===== src/design/msdw_pkg.sv =====
// shared types and constants for the distinct-window maximum sum block
package msdw_pkg;

   localparam int VALUE_W = 20;
   localparam int SUM_W   = 26;
   localparam int LEN_W   = 7;

   typedef struct packed {
      logic [VALUE_W-1:0] value;
      logic               last;
   } msdw_req_type;

   typedef struct packed {
      logic [SUM_W-1:0] best_sum;
      logic [SUM_W-1:0] window_sum;
      logic             window_ok;
      logic             final_res;
   } msdw_rsp_type;

   // per-transaction flags travelling with the scan results
   typedef struct packed {
      logic last;
      logic full;
   } msdw_tag_type;

endpackage


===== src/design/msdw_reduce.sv =====
// folds the scan results into window sum and distinct-full flag
module msdw_reduce import msdw_pkg::*; #(
   parameter int WINDOW_MAX = 64,
   parameter int VALUE_BITS = 20,
   localparam int GROUP = 8,
   localparam int NG = (WINDOW_MAX + GROUP - 1) / GROUP,
   localparam int GW = VALUE_BITS + 3,
   localparam int SW = VALUE_BITS + ((WINDOW_MAX > GROUP) ? $clog2(WINDOW_MAX) : 3)
) (
   input  logic                    clock,
   input  logic                    load,
   input  logic [WINDOW_MAX-1:0]   row_dup,
   input  logic [NG-1:0][GW-1:0]   group_sum,
   input  msdw_tag_type            tag,
   output logic [SW-1:0]           sum,
   output logic                    ok,
   output logic                    last
);

   logic [SW-1:0] sum_in;
   logic          ok_in;
   logic [SW-1:0] sum_ff;
   logic          ok_ff;
   logic          last_ff;

   always_comb begin
      sum_in = '0;
      for (int g = 0; g < NG; g++) begin
         sum_in = sum_in + SW'(group_sum[g]);
      end
      ok_in = tag.full && !(|row_dup);
   end

   always_ff @(posedge clock) begin
      if (load) begin
         sum_ff  <= sum_in;
         ok_ff   <= ok_in;
         last_ff <= tag.last;
      end
   end

   assign sum  = sum_ff;
   assign ok   = ok_ff;
   assign last = last_ff;

endmodule


===== config.mk =====
export PLATFORM = sky130hd
export DESIGN_NAME = msdw_reduce
export DESIGN_NICKNAME = d
export VERILOG_FILES = /design/src/design/msdw_pkg.sv /design/src/design/msdw_reduce.sv
export SDC_FILE = /design/constraint.sdc
export NUM_CORES = 1
export LEC_CHECK = 0
export BUFFER_PORTS_ARGS = -buffer_cell sky130_fd_sc_hd__buf_2
export CAP_MARGIN = 40
export CORE_UTILIZATION = 40
export CTS_CLUSTER_DIAMETER = 50
export DETAILED_ROUTE_END_ITERATION = 16
export HOLD_SLACK_MARGIN = 0.03
export PLACE_DENSITY = 0.72
export SLEW_MARGIN = 0
export SYNTH_ARGS = -nofsm -noshare
export SYNTH_HDL_FRONTEND = slang
export SYNTH_SLANG_ARGS = --single-unit

===== constraint.sdc =====
create_clock -name clock -period 12 [get_ports clock]
set_clock_uncertainty 0.05 [all_clocks]
set_input_delay 3 -clock clock [delete_from_list [all_inputs] [get_ports clock]]
set_output_delay 3 -clock clock [all_outputs]
set_load 0.02 [all_outputs]

==> summary.txt <==
Run status
  • Outcome: finished, final reports clean

STA
  • Period utilization: 60.3%
  • Top achievable clock speed: 0.138 GHz
  • RSZ-0062 raised after global routing: no
  • Relative slew slack: 53.9%
  • Post-route setup TNS: 0 ns
  • Slew Limit Fails: 0
  • Final critical-path required period: 7.23 ns
  • # setup viols final: 0
  • Worst Max-Slew Pin Slew: 0.692 ns
  • Final hold violations: 0

Yosys
  • Syn Area/Cell: 9.57 um2
  • Mux cell area share after synthesis: 0%
  • Mapped cell area: 0.00583 mm2
  • FF+latch count, synth: 28
  • Yosys warning count: 0
  • Mapped Cells: 609
  • Post-synth cell types: 38
  • Main combinational cell family by area after synthesis: adder cells
  • Synth Area in Simple Gates: 6.37%
  • Sequential-to-total area share from yosys stat: 14.4%
  • Post-Synth XOR/XNOR Area: 3.00%
  • Synth Area in Compound Gates: 6.52%
  • Post-Synthesis Net Count: 1,024
  • Post-synthesis adder-cell area fraction: 52.6%

Final layout
  • Area delta synth->final: 29.5%
  • Post-Route Utilization: 53.8%
  • Finished Layout Cells: 1,071
  • Commonest cells after routing, fill and taps aside: buf_2, inv_1, fa_1
  • Cell area after layout: 0.00755 mm2
  • Most common cell after layout, fill and taps aside: buf_2
  • Final nets: 1,306
  • Share of cells above drive strength 1: 32.7%

Critical path
  • Setup Crit Path Kind: input pin to register
  • Critical path startpoint category: input pin
  • Critical path endpoint category: register
  • Worst Path Required: 11.97 ns
  • WP data arrival: 7.20 ns
  • Crit-path max FO: 5

Drt
  • DRC: 0
  • Vias per cell: 4.39
  • Total number of vias: 4,705
  • Detail Route Antenna Nets: 0
  • DRT iter0 DRCs: 156
  • DR pass1 iterations: 4
  • Total wire length: 12,900 um
  • WL/cell: 12.1 um

GRT
  • GR Util met1: 21.3%
  • Vias in the first global route: 4,785
  • Met3 Use GR: 3.30%
  • Most used routing layer: met2
  • Initial antenna violation count: 0
  • Remaining Overflow, GRT: 0
  • Largest net degree at the start of global routing: 29
  • First-pass GRT wire length: 20,800 um
  • Met2 GRT Util: 33.4%
  • Tot GR Track Use: 17.7%

Die
  • Die W: 123 um
  • # IOs: 280
  • Initial Util: 41.5%
  • Row count: 43
  • Core area: 0.0140 mm2
  • Die ar.: 0.0151 mm2
  • Die Y: 123 um

Power
  • Peak VDD IR: 146 uV
  • Sw frac: 49.1%
  • Leakage power: 4.33 nW
  • Comb power frac: 81.6%
  • Sequential share of power: 13.3%
  • NetSw: 0.976 mW
  • Clock power share: 5.1%
  • Pwr dens: 263 mW/mm2
  • PnR Total Power: 1.99 mW
  • Internal Power: 1.01 mW

Clocking
  • Clk slew on worst S/H paths: 0.08 ns
  • H-Tree Depth: 1
  • Setup Buffers After CTS: 0
  • Clk sink count: 28
  • CTS tree: done
  • Deepest clock path buffer count: 2
  • Post_cts resized: 0
  • Hold Buf Count CTS: 0
  • Total CTS buffers: 3
  • Clock Tree Root: clkbuf_16

Placed design
  • Placed cell areas: 0.00744 mm2
  • Placer Congestion: 0.843
  • Post-DP HPWL: 12,100 um
  • DP Cell Count: 1,066
  • Port-buffer cells: 279

Min path
  • Min-delay worst type: input pin to register

Job
  • Max-cap violations: 0
[metal layers]
| layer | wire length (um) | share of wire (%) |
|---|---|---|
| met3 | 993 | 7.7 |
| met2 | 6780 | 52 |
| met4 | 170 | 1.3 |
| met5 | 0 | 0 |
| met1 | 5000 | 39 |
[final timing paths]
check / from / to / depth (start not counted)
setup / recovery: group_sum[71] / sum[18] / 17
hold / removal: tag[1] / last / 1
[cell families (layout without fill, tap and decap cells)]
| logic type | count (synthesis) | count (layout) |
|---|---|---|
| other cells | 0 | 1 |
| simple gates | 74 | 74 |
| fa+ha+maj | 163 | 163 |
| compound gates | 59 | 59 |
| flops | 28 | 28 |
| buf+inv | 265 | 546 |
| xor+xnor | 20 | 20 |
[area by class of cell]
type,count,area (um2)
Clock inverter,1,30.0
Clock buffer,3,75.1
Inverter,263,987
Multi-Input combinational cell,316,4000
Timing Repair Buffer,279,1400
Sequential cell,28,841
Antenna cell,1,2.50
Tap cell,180,225
Fill cell,1323,6490
[synth_stat cells (all sizes together)]
cell / count / area share (%)
a31o: 1 / 0.15
a211o: 1 / 0.15
or4: 1 / 0.13
a21boi: 1 / 0.13
o311ai: 1 / 0.15
nand2b: 1 / 0.11
ha: 26 / 5.6
a221oi: 1 / 0.26
o211ai: 5 / 0.73
edfxtp: 28 / 14
nor4: 15 / 1.6
nand3: 5 / 0.43
xnor2: 12 / 1.8
o21a: 3 / 0.51
inv: 263 / 17
a31oi: 1 / 0.11
fa: 137 / 47
nand4: 5 / 0.54
a21o: 4 / 0.52
o31ai: 1 / 0.21
xor2: 8 / 1.2
a21oi: 25 / 2.1
nand2: 23 / 1.5
nor2: 12 / 0.77
and3: 3 / 0.34
o21bai: 1 / 0.13
a211oi: 1 / 0.13
nor2b: 2 / 0.21
nor4b: 1 / 0.15
nor3: 4 / 0.34
clkbuf: 2 / 0.13
or2: 1 / 0.11
and4: 1 / 0.15
o21ai: 12 / 1.0
o21ba: 1 / 0.17
[power by group through the flow]
| stage | Clock [mW] | Sequential (mW) | Combinational, mW |
|---|---|---|---|
| 2_1_floorplan | 0 | 0.329 | 1.18 |
| 3_5_place_dp | 0 | 0.265 | 1.62 |
| 4_1_cts | 0.105 | 0.264 | 1.64 |
| 5_1_grt | 0.108 | 0.268 | 1.85 |
| 3_3_place_gp | 0 | 0.264 | 1.60 |
| 6_report | 0.102 | 0.263 | 1.62 |
[registers in the layout (all words and copies together) (netlist names)]
signal,cells
sum,26
ok,1
last,1
[stage by stage]
step                      hold slack (ns)  setup slack [ns]
after floorplan                      3.05              4.85
final                                2.87              4.77
after global placement               3.13              4.56
after detailed placement             3.15              4.47
after global routing                 2.86              4.59
after CTS                            2.86              4.73
[critical path, cell delays in order]
cell      delay, ns
buf_2          0.07
inv_1          0.04
fa_1           0.53
inv_1          0.06
fa_1           0.49
fa_1           0.52
inv_1          0.06
fa_1           0.48
inv_1          0.04
ha_1           0.21
fa_1           0.47
a21o_1         0.22
a221oi_2       0.36
o21a_4         0.22
o21ba_2        0.15
o21ai_0        0.09
xor2_1         0.17
(Power assumes the default switching activity.)
