[src/design/msdw_pkg.sv]
// shared types and constants for the distinct-window maximum sum block
package msdw_pkg;

   localparam int VALUE_W = 20;
   localparam int SUM_W   = 26;
   localparam int LEN_W   = 7;

   typedef struct packed {
      logic [VALUE_W-1:0] value;
      logic               last;
   } msdw_req_type;

   typedef struct packed {
      logic [SUM_W-1:0] best_sum;
      logic [SUM_W-1:0] window_sum;
      logic             window_ok;
      logic             final_res;
   } msdw_rsp_type;

   // per-transaction flags travelling with the scan results
   typedef struct packed {
      logic last;
      logic full;
   } msdw_tag_type;

endpackage

[src/design/msdw_window.sv]
// window shift register and fill counter, newest value in cell 0
module msdw_window import msdw_pkg::*; #(
   parameter int WINDOW_MAX = 64,
   parameter int VALUE_BITS = 20,
   localparam int KW = $clog2(WINDOW_MAX + 1)
) (
   input  logic                                 clock,
   input  logic                                 reset,
   input  logic                                 load,
   input  logic [VALUE_BITS-1:0]                value_in,
   input  logic                                 last_in,
   output logic [WINDOW_MAX-1:0][VALUE_BITS-1:0] cells,
   output logic [KW-1:0]                        fill,
   output logic                                 last
);

   logic [WINDOW_MAX-1:0][VALUE_BITS-1:0] cells_ff;
   logic [WINDOW_MAX-1:0][VALUE_BITS-1:0] cells_in;
   logic [KW-1:0]                         fill_ff;
   logic [KW-1:0]                         fill_in;
   logic                                  last_ff;

   // cells past the fill count are never looked at, so a new sequence only restarts the count
   always_comb begin
      cells_in = {cells_ff[WINDOW_MAX-2:0], value_in};
      if (last_ff) begin
         fill_in = KW'(1);
      end else if (fill_ff == KW'(WINDOW_MAX)) begin
         fill_in = fill_ff;
      end else begin
         fill_in = fill_ff + KW'(1);
      end
   end

   always_ff @(posedge clock) begin
      if (load) begin
         cells_ff <= cells_in;
      end
   end

   always_ff @(posedge clock) begin
      if (reset) begin
         fill_ff <= '0;
         last_ff <= 1'b0;
      end else if (load) begin
         fill_ff <= fill_in;
         last_ff <= last_in;
      end
   end

   assign cells = cells_ff;
   assign fill  = fill_ff;
   assign last  = last_ff;

endmodule

[config.mk]
export PLATFORM = sky130hd
export DESIGN_NAME = msdw_window
export DESIGN_NICKNAME = d
export VERILOG_FILES = /design/src/design/msdw_pkg.sv /design/src/design/msdw_window.sv
export SDC_FILE = /design/constraint.sdc
export NUM_CORES = 1
export LEC_CHECK = 0
export BUFFER_PORTS_ARGS = -buffer_cell sky130_fd_sc_hd__buf_2
export CAP_MARGIN = 20
export CORE_AREA = 2 2 507 509
export DETAILED_ROUTE_END_ITERATION = 8
export DIE_AREA = 0 0 509 511
export PLACE_DENSITY = 0.33
export SETUP_SLACK_MARGIN = 0.05
export SYNTH_ARGS = -nofsm -noshare
export SYNTH_HDL_FRONTEND = slang
export SYNTH_SLANG_ARGS = --single-unit
[constraint.sdc]
create_clock -name clock -period 1.5 [get_ports clock]
set_input_delay 0.3 -clock clock [delete_from_list [all_inputs] [get_ports clock]]
set_output_delay 0.3 -clock clock [all_outputs]
set_load 0.005 [all_outputs]
==> flow_metrics.env, run 1 <==
export IMPL_outcome="complete, but fails checks"
export IMPL_violations="negative setup slack"
export IMPL_grt_pass1_wl_mm=189
export IMPL_slew_violations=0
export IMPL_route_met2_wl_mm=72.6
export IMPL_cts_sinks=1288
export IMPL_critical_path_class="reg -> out"
export IMPL_dpl_cell_area_um2=50700
export IMPL_cp_depth=1
export IMPL_drt_pre_antenna_iters=5
export IMPL_fin_worst_hold_slack_ps=126
export IMPL_arrival_ps=1490
export IMPL_synth_largest_area_cell="edfxtp_1"
export IMPL_wl_mm=144
export IMPL_p_int_w=0.0655
export IMPL_dieArea_um2=260000
export IMPL_wl_per_cell_um=20.3
export IMPL_fin_skew_ps=42.1
export IMPL_avgSynthCellArea_um2=29.1
export IMPL_ios=1312
export IMPL_cpMaxStageDelayCell="edfxtp_1"
export IMPL_finalSetupViolations=1288
export IMPL_area_growth_pct=61.5
export IMPL_gp_congestion=0.787
export IMPL_ff2ff_path_depth=5
export IMPL_antenna_found_initial=9
export IMPL_finalHoldViolations=0
export IMPL_cts_tree="done"
export IMPL_cpPeakStageDelay_ps=540
export IMPL_post_route_min_period_ps=1790
export IMPL_final_common_cell="edfxtp_1"
export IMPL_whs_path_depth=4
export IMPL_vias=22857
export IMPL_max_freq_mhz=558
export IMPL_die_y_um=511
export IMPL_ys_ff_latch=1288
export IMPL_relSlewSlack_pct=64.1
export IMPL_setup_slack_ps=-293
export IMPL_critical_path_top_delay_family="flip-flops"
export IMPL_routed_via_density=3.21
export IMPL_leakagePower_nw=24.8
export IMPL_portBuffers=1311
export IMPL_dp_final_hpwl_mm=110
export IMPL_ys_seq_area_share_pct=99.1
export IMPL_dp_cells=6116
export IMPL_start_util_pct=15.2
export IMPL_drive_above_1_share_pct=62.5
export IMPL_fp_coreArea_um2=255000
export IMPL_synthesis_area_um2=38900
export IMPL_grt_usage_pct=10.4
export IMPL_htreeDepth=4
export IMPL_cp_start_kind="register"
export IMPL_worst_path_buf_inv=1
export IMPL_die_w_um=509
export IMPL_grt_pass1_vias=22995
export IMPL_yosysWarnings=0
export IMPL_dr_first_iter_drc_count=1704
export IMPL_synthTopCellsByArea="edfxtp_1, dfxtp_1, mux2i_1, ha_1, nor2b_1"
export IMPL_min_from="load"
export IMPL_cts_buffers=150
export IMPL_final_cells=7130
export IMPL_route_detailed_drc=0
export IMPL_design_area_um2=62900
export IMPL_p_sw_w=0.0195
export IMPL_grt_setup_unrepaired="yes"
export IMPL_p_sw_share_pct=22.9
export IMPL_p_comb_share_pct=6.9
export IMPL_cp_end_kind="output port"
export IMPL_layout_common_cells="edfxtp_1, buf_2, buf_4, buf_6, clkbuf_16"
export IMPL_worstPathRequired_ps=1200
export IMPL_fin_nets=3648
export IMPL_ys_types=27
export IMPL_max_cap_viol_count=0
export IMPL_fin_crit_sh_pct=120
export IMPL_clkPwrFrac_pct=42.2
export IMPL_insertion_delay_ps=770
export IMPL_met1Wirelength_mm=51.4
export IMPL_post_route_util_pct=24.6
export IMPL_num_rows=186
export IMPL_grt_overflow=0
export IMPL_worst_slew_pin_slew_ps=539
export IMPL_grt_max_degree=97
export IMPL_cts_buffer_depth=3
export IMPL_synth_nets=1364
export IMPL_hold_path_class="in -> reg"
export IMPL_seqPwrFrac_pct=51.0
export IMPL_max_vdd_ir_drop_mv=0.973
export IMPL_cp_max_fo=2
export IMPL_ant_nets=0
export IMPL_top_layer="met4"
export IMPL_clockRootBuffer="clkbuf_16"
export IMPL_nFillCells=26495
export IMPL_startpoint="cells[919]"
export IMPL_cp_cell_sequence="buf_2"
export IMPL_synth_cells=1338
export IMPL_route_met3_wl_mm=16.2
export IMPL_synth_top_cell_area_share_pct=98.7
export IMPL_timing_rr_start="fill[0]"
export IMPL_p_per_area_nw_per_um2=1350
export IMPL_clk_transition_reported_paths_ps=60
## synthesized netlist by cell type
library cell and instances:
o21ai_0 3, and2b_1 1, dfxtp_1 8, nor2b_1 4, nor2_1 3, buf_2 1, a2111oi_2 1, nand2b_4 1
ha_1 2, or4_1 2, a211o_2 1, inv_1 5, and3_1 1, mux2i_1 3, clkbuf_1 1, a21oi_1 1
nand2b_1 1, edfxtp_1 1280, a211o_1 1, nor4b_2 1, or2_2 1, nand2_1 6, a31oi_1 3, a211oi_1 1
nand3_1 3, nand4b_1 1, o32ai_1 2
## final cells by class
cell class              count  area, um^2  share of cell area [%]
inverters                   5        18.8                  0.0299
clock buffers             180        3890                    6.18
diodes                      4        10.0                  0.0159
well taps                3384        4230                    6.74
flip-flops and latches   1288       38600                    61.4
multi-input cells          43         374                   0.595
clock inverters            92         935                    1.49
repair buffers           2134       14800                    23.5
## flip-flops by register name, summed over array words and instances, names as in the netlist
| register | count |
|---|---|
| fill | 7 |
| last | 1 |
| cells | 1280 |
## routing by layer
| metal | GRT usage [%] | vias to the layer above |
|---|---|---|
| met5 | 0 | - |
| met4 | 3.40 | 0 |
| met3 | 5.15 | 191 |
| met2 | 18.1 | 1070 |
| met1 | 10.8 | 11516 |
| li1 | - | 10080 |
## power by group through the flow
stage	clock [W]	sequential (W)	combinational (W)
2_1_floorplan	0	0.0437	0.0000416
3_3_place_gp	0	0.0442	0.00397
3_5_place_dp	0	0.0442	0.00391
4_1_cts	0.0372	0.0433	0.00542
5_1_grt	0.0386	0.0435	0.00625
6_report	0.0358	0.0433	0.00583
## cells by family (layout without fill, tap and decap cells)
logic type,count (synthesis),in the layout,synth area share [%]
AO/OA/AOI/OAI,13,13,0.251
adder cells (fa/ha/maj),2,2,0.0643
buffers and inverters,7,2411,0.0707
flip-flops,1288,1288,99.1
multiplexers,3,3,0.0771
other,0,4,0
AND/OR/NAND/NOR,25,25,0.392
## worst register-to-register path, delay by kind of cell (launching register included)
family | cells | cell delay (ps)
AO/OA/AOI/OAI | 1 | 130
flip-flops | 1 | 330
AND/OR/NAND/NOR | 2 | 610
buffers and inverters | 1 | 130
adder cells (fa/ha/maj) | 1 | 140
## through the flow
step                TNS (ps)  total power [W]  setup slack [ps]
finish               -147590           0.0849              -293
global route         -308780           0.0884              -410
CTS                  -303690           0.0859              -434
detailed placement    -11910           0.0481             -80.7
global placement      -12240           0.0482             -80.9
floorplan                  0           0.0437              76.7
## path summary, 6_finish.rpt
check | end | slack [ps]
min | fill[6] | 130
min reg2reg | cells[961] | 420
max | cells[919] | -290
max reg2reg | fill[6] | 80
## repair_timing
action,CTS,global route
resized for setup,287,154
pin swaps,0,5
gates cloned,0,0
setup endpoints to repair,1289,1292
endpoints found under the hold margin,28,0
hold buffers,22,0
buffers inserted,503,214
Note: power is estimated with default switching activity, not from simulation.
==> run 2, diff against run 1 <==
- clock period: 1.5 -> 1.7 ns (I/O delays scaled with it)
==> flow_metrics.env, run 2 (synthesized netlist as in run 1, its figures left out) <==
export IMPL_max_freq_mhz=544
export IMPL_wl_per_cell_um=20.2
export IMPL_clk_transition_reported_paths_ps=60
export IMPL_ff2ff_path_depth=8
export IMPL_cp_depth=1
export IMPL_dp_final_hpwl_mm=110
export IMPL_top_layer="met4"
export IMPL_cp_max_fo=2
export IMPL_ant_nets=0
export IMPL_fp_coreArea_um2=255000
export IMPL_drive_above_1_share_pct=62.4
export IMPL_dr_first_iter_drc_count=1709
export IMPL_critical_path_top_delay_family="flip-flops"
export IMPL_relSlewSlack_pct=65.3
export IMPL_worst_path_buf_inv=1
export IMPL_gp_congestion=0.797
export IMPL_grt_usage_pct=10.4
export IMPL_vias=22889
export IMPL_grt_setup_unrepaired="yes"
export IMPL_max_vdd_ir_drop_mv=0.853
export IMPL_grt_overflow=0
export IMPL_portBuffers=1311
export IMPL_arrival_ps=1500
export IMPL_clockRootBuffer="clkbuf_16"
export IMPL_cts_buffer_depth=3
export IMPL_route_detailed_drc=0
export IMPL_ios=1312
export IMPL_finalHoldViolations=0
export IMPL_nFillCells=26446
export IMPL_finalSetupViolations=151
export IMPL_min_from="value_in[6]"
export IMPL_critical_path_class="reg -> out"
export IMPL_die_y_um=511
export IMPL_start_util_pct=15.2
export IMPL_antenna_found_initial=15
export IMPL_cpPeakStageDelay_ps=530
export IMPL_htreeDepth=4
export IMPL_r2r_setup_slack_ps=150
export IMPL_fin_crit_sh_pct=108
export IMPL_area_growth_pct=61.6
export IMPL_cts_sinks=1288
export IMPL_worstPathRequired_ps=1360
export IMPL_die_w_um=509
export IMPL_outcome="complete, but fails checks"
export IMPL_fin_worst_hold_slack_ps=281
export IMPL_hold_end="cells[6]"
export IMPL_grt_pass1_vias=22989
export IMPL_worst_slew_pin_slew_ps=520
export IMPL_drt_pre_antenna_iters=5
export IMPL_cts_tree="done"
export IMPL_violations="negative setup slack"
export IMPL_cp_end_kind="output port"
export IMPL_route_met2_wl_mm=72.2
export IMPL_whs_path_depth=2
export IMPL_max_cap_viol_count=0
export IMPL_largest_reg_flops=1280
export IMPL_insertion_delay_ps=770
export IMPL_report_power_total_w=0.0747
export IMPL_hold_path_class="in -> reg"
export IMPL_final_common_cell="edfxtp_1"
export IMPL_routed_via_density=3.20
export IMPL_layout_common_cells="edfxtp_1, buf_2, buf_4, buf_6, clkbuf_16"
export IMPL_num_rows=186
export IMPL_wl_mm=145
export IMPL_p_per_area_nw_per_um2=1190
export IMPL_timing_rr_start="fill[1]"
export IMPL_met1Wirelength_mm=52.9
export IMPL_ff_latch_area_um2=38600
export IMPL_cts_buffers=148
export IMPL_rr_endpoint="fill[0]"
export IMPL_route_met3_wl_mm=15.6
export IMPL_cp_cell_sequence="buf_2"
export IMPL_grt_pass1_wl_mm=188
export IMPL_setup_slack_ps=-138
export IMPL_post_route_min_period_ps=1840
export IMPL_grt_max_degree=92
export IMPL_fin_nets=3669
export IMPL_slew_violations=0
export IMPL_leakagePower_nw=24.9
export IMPL_dieArea_um2=260000
export IMPL_multiInputGateArea_um2=313
export IMPL_fin_skew_ps=42.8
export IMPL_tns_ps=-6410
export IMPL_cp_start_kind="register"
export IMPL_cpMaxStageDelayCell="edfxtp_1"
run 2: cell types whose count changed in the layout (fill, tap and decap cells not counted), moves of 4 or more:
cell and delta:
buf_4 +25, buf_12 -4, clkinv_2 -5, clkbuf_1 +11
clkinv_1 -10
run 2: power by group:
part | switching, W | leakage [nW] | total [W] | internal, W
logic | 0.00246 | 10.0 | 0.00519 | 0.00273
registers | 0.00115 | 12.6 | 0.0382 | 0.0370
clock network | 0.0133 | 2.30 | 0.0314 | 0.0181
total | 0.0169 | 24.9 | 0.0747 | 0.0578
run 2: layer usage:
metal,up-vias,GRT usage [%]
li1,10114,-
met5,-,0
met1,11518,11.0
met4,0,3.16
met3,187,5.12
met2,1070,18.0
run 2: how the worst max path moves through the flow:
stage,start,to
4_1_cts,cells[1258],cells[1258]
6_report,cells[1258],cells[1258]
5_1_grt,cells[847],cells[847]
3_5_place_dp,load,cells[15]
2_1_floorplan,fill[1],fill[6]
3_3_place_gp,load,cells[15]
run 2: layout make-up:
class / count / area share, %
Antenna cell: 1 / 0.00398
Sequential cell: 1288 / 61.4
Multi-Input combinational cell: 43 / 0.497
Clock inverter: 74 / 1.38
Timing Repair Buffer: 2157 / 23.8
Clock buffer: 190 / 6.20
Tap cell: 3384 / 6.73
Inverter: 5 / 0.0298
run 2: repair_timing:
item,in CTS,in global routing
pin swaps,0,0
hold buffers,24,0
endpoints found under the hold margin,29,0
resized for setup,274,168
endpoints found under the setup margin,1288,1291
buffers inserted,496,246
run 2: through the flow:
step | util, % | instance area (um^2) | setup WS (ps) | std cells
floorplan | - | 38900 | 277 | 1338
global placement | 19.8 | 50600 | 46.9 | 6112
detailed placement | 19.8 | 50600 | 34.6 | 6112
CTS | 23.6 | 60400 | -289 | 6896
global route | 24.6 | 62900 | -249 | 7142
finish | 24.6 | 62900 | -138 | 7142
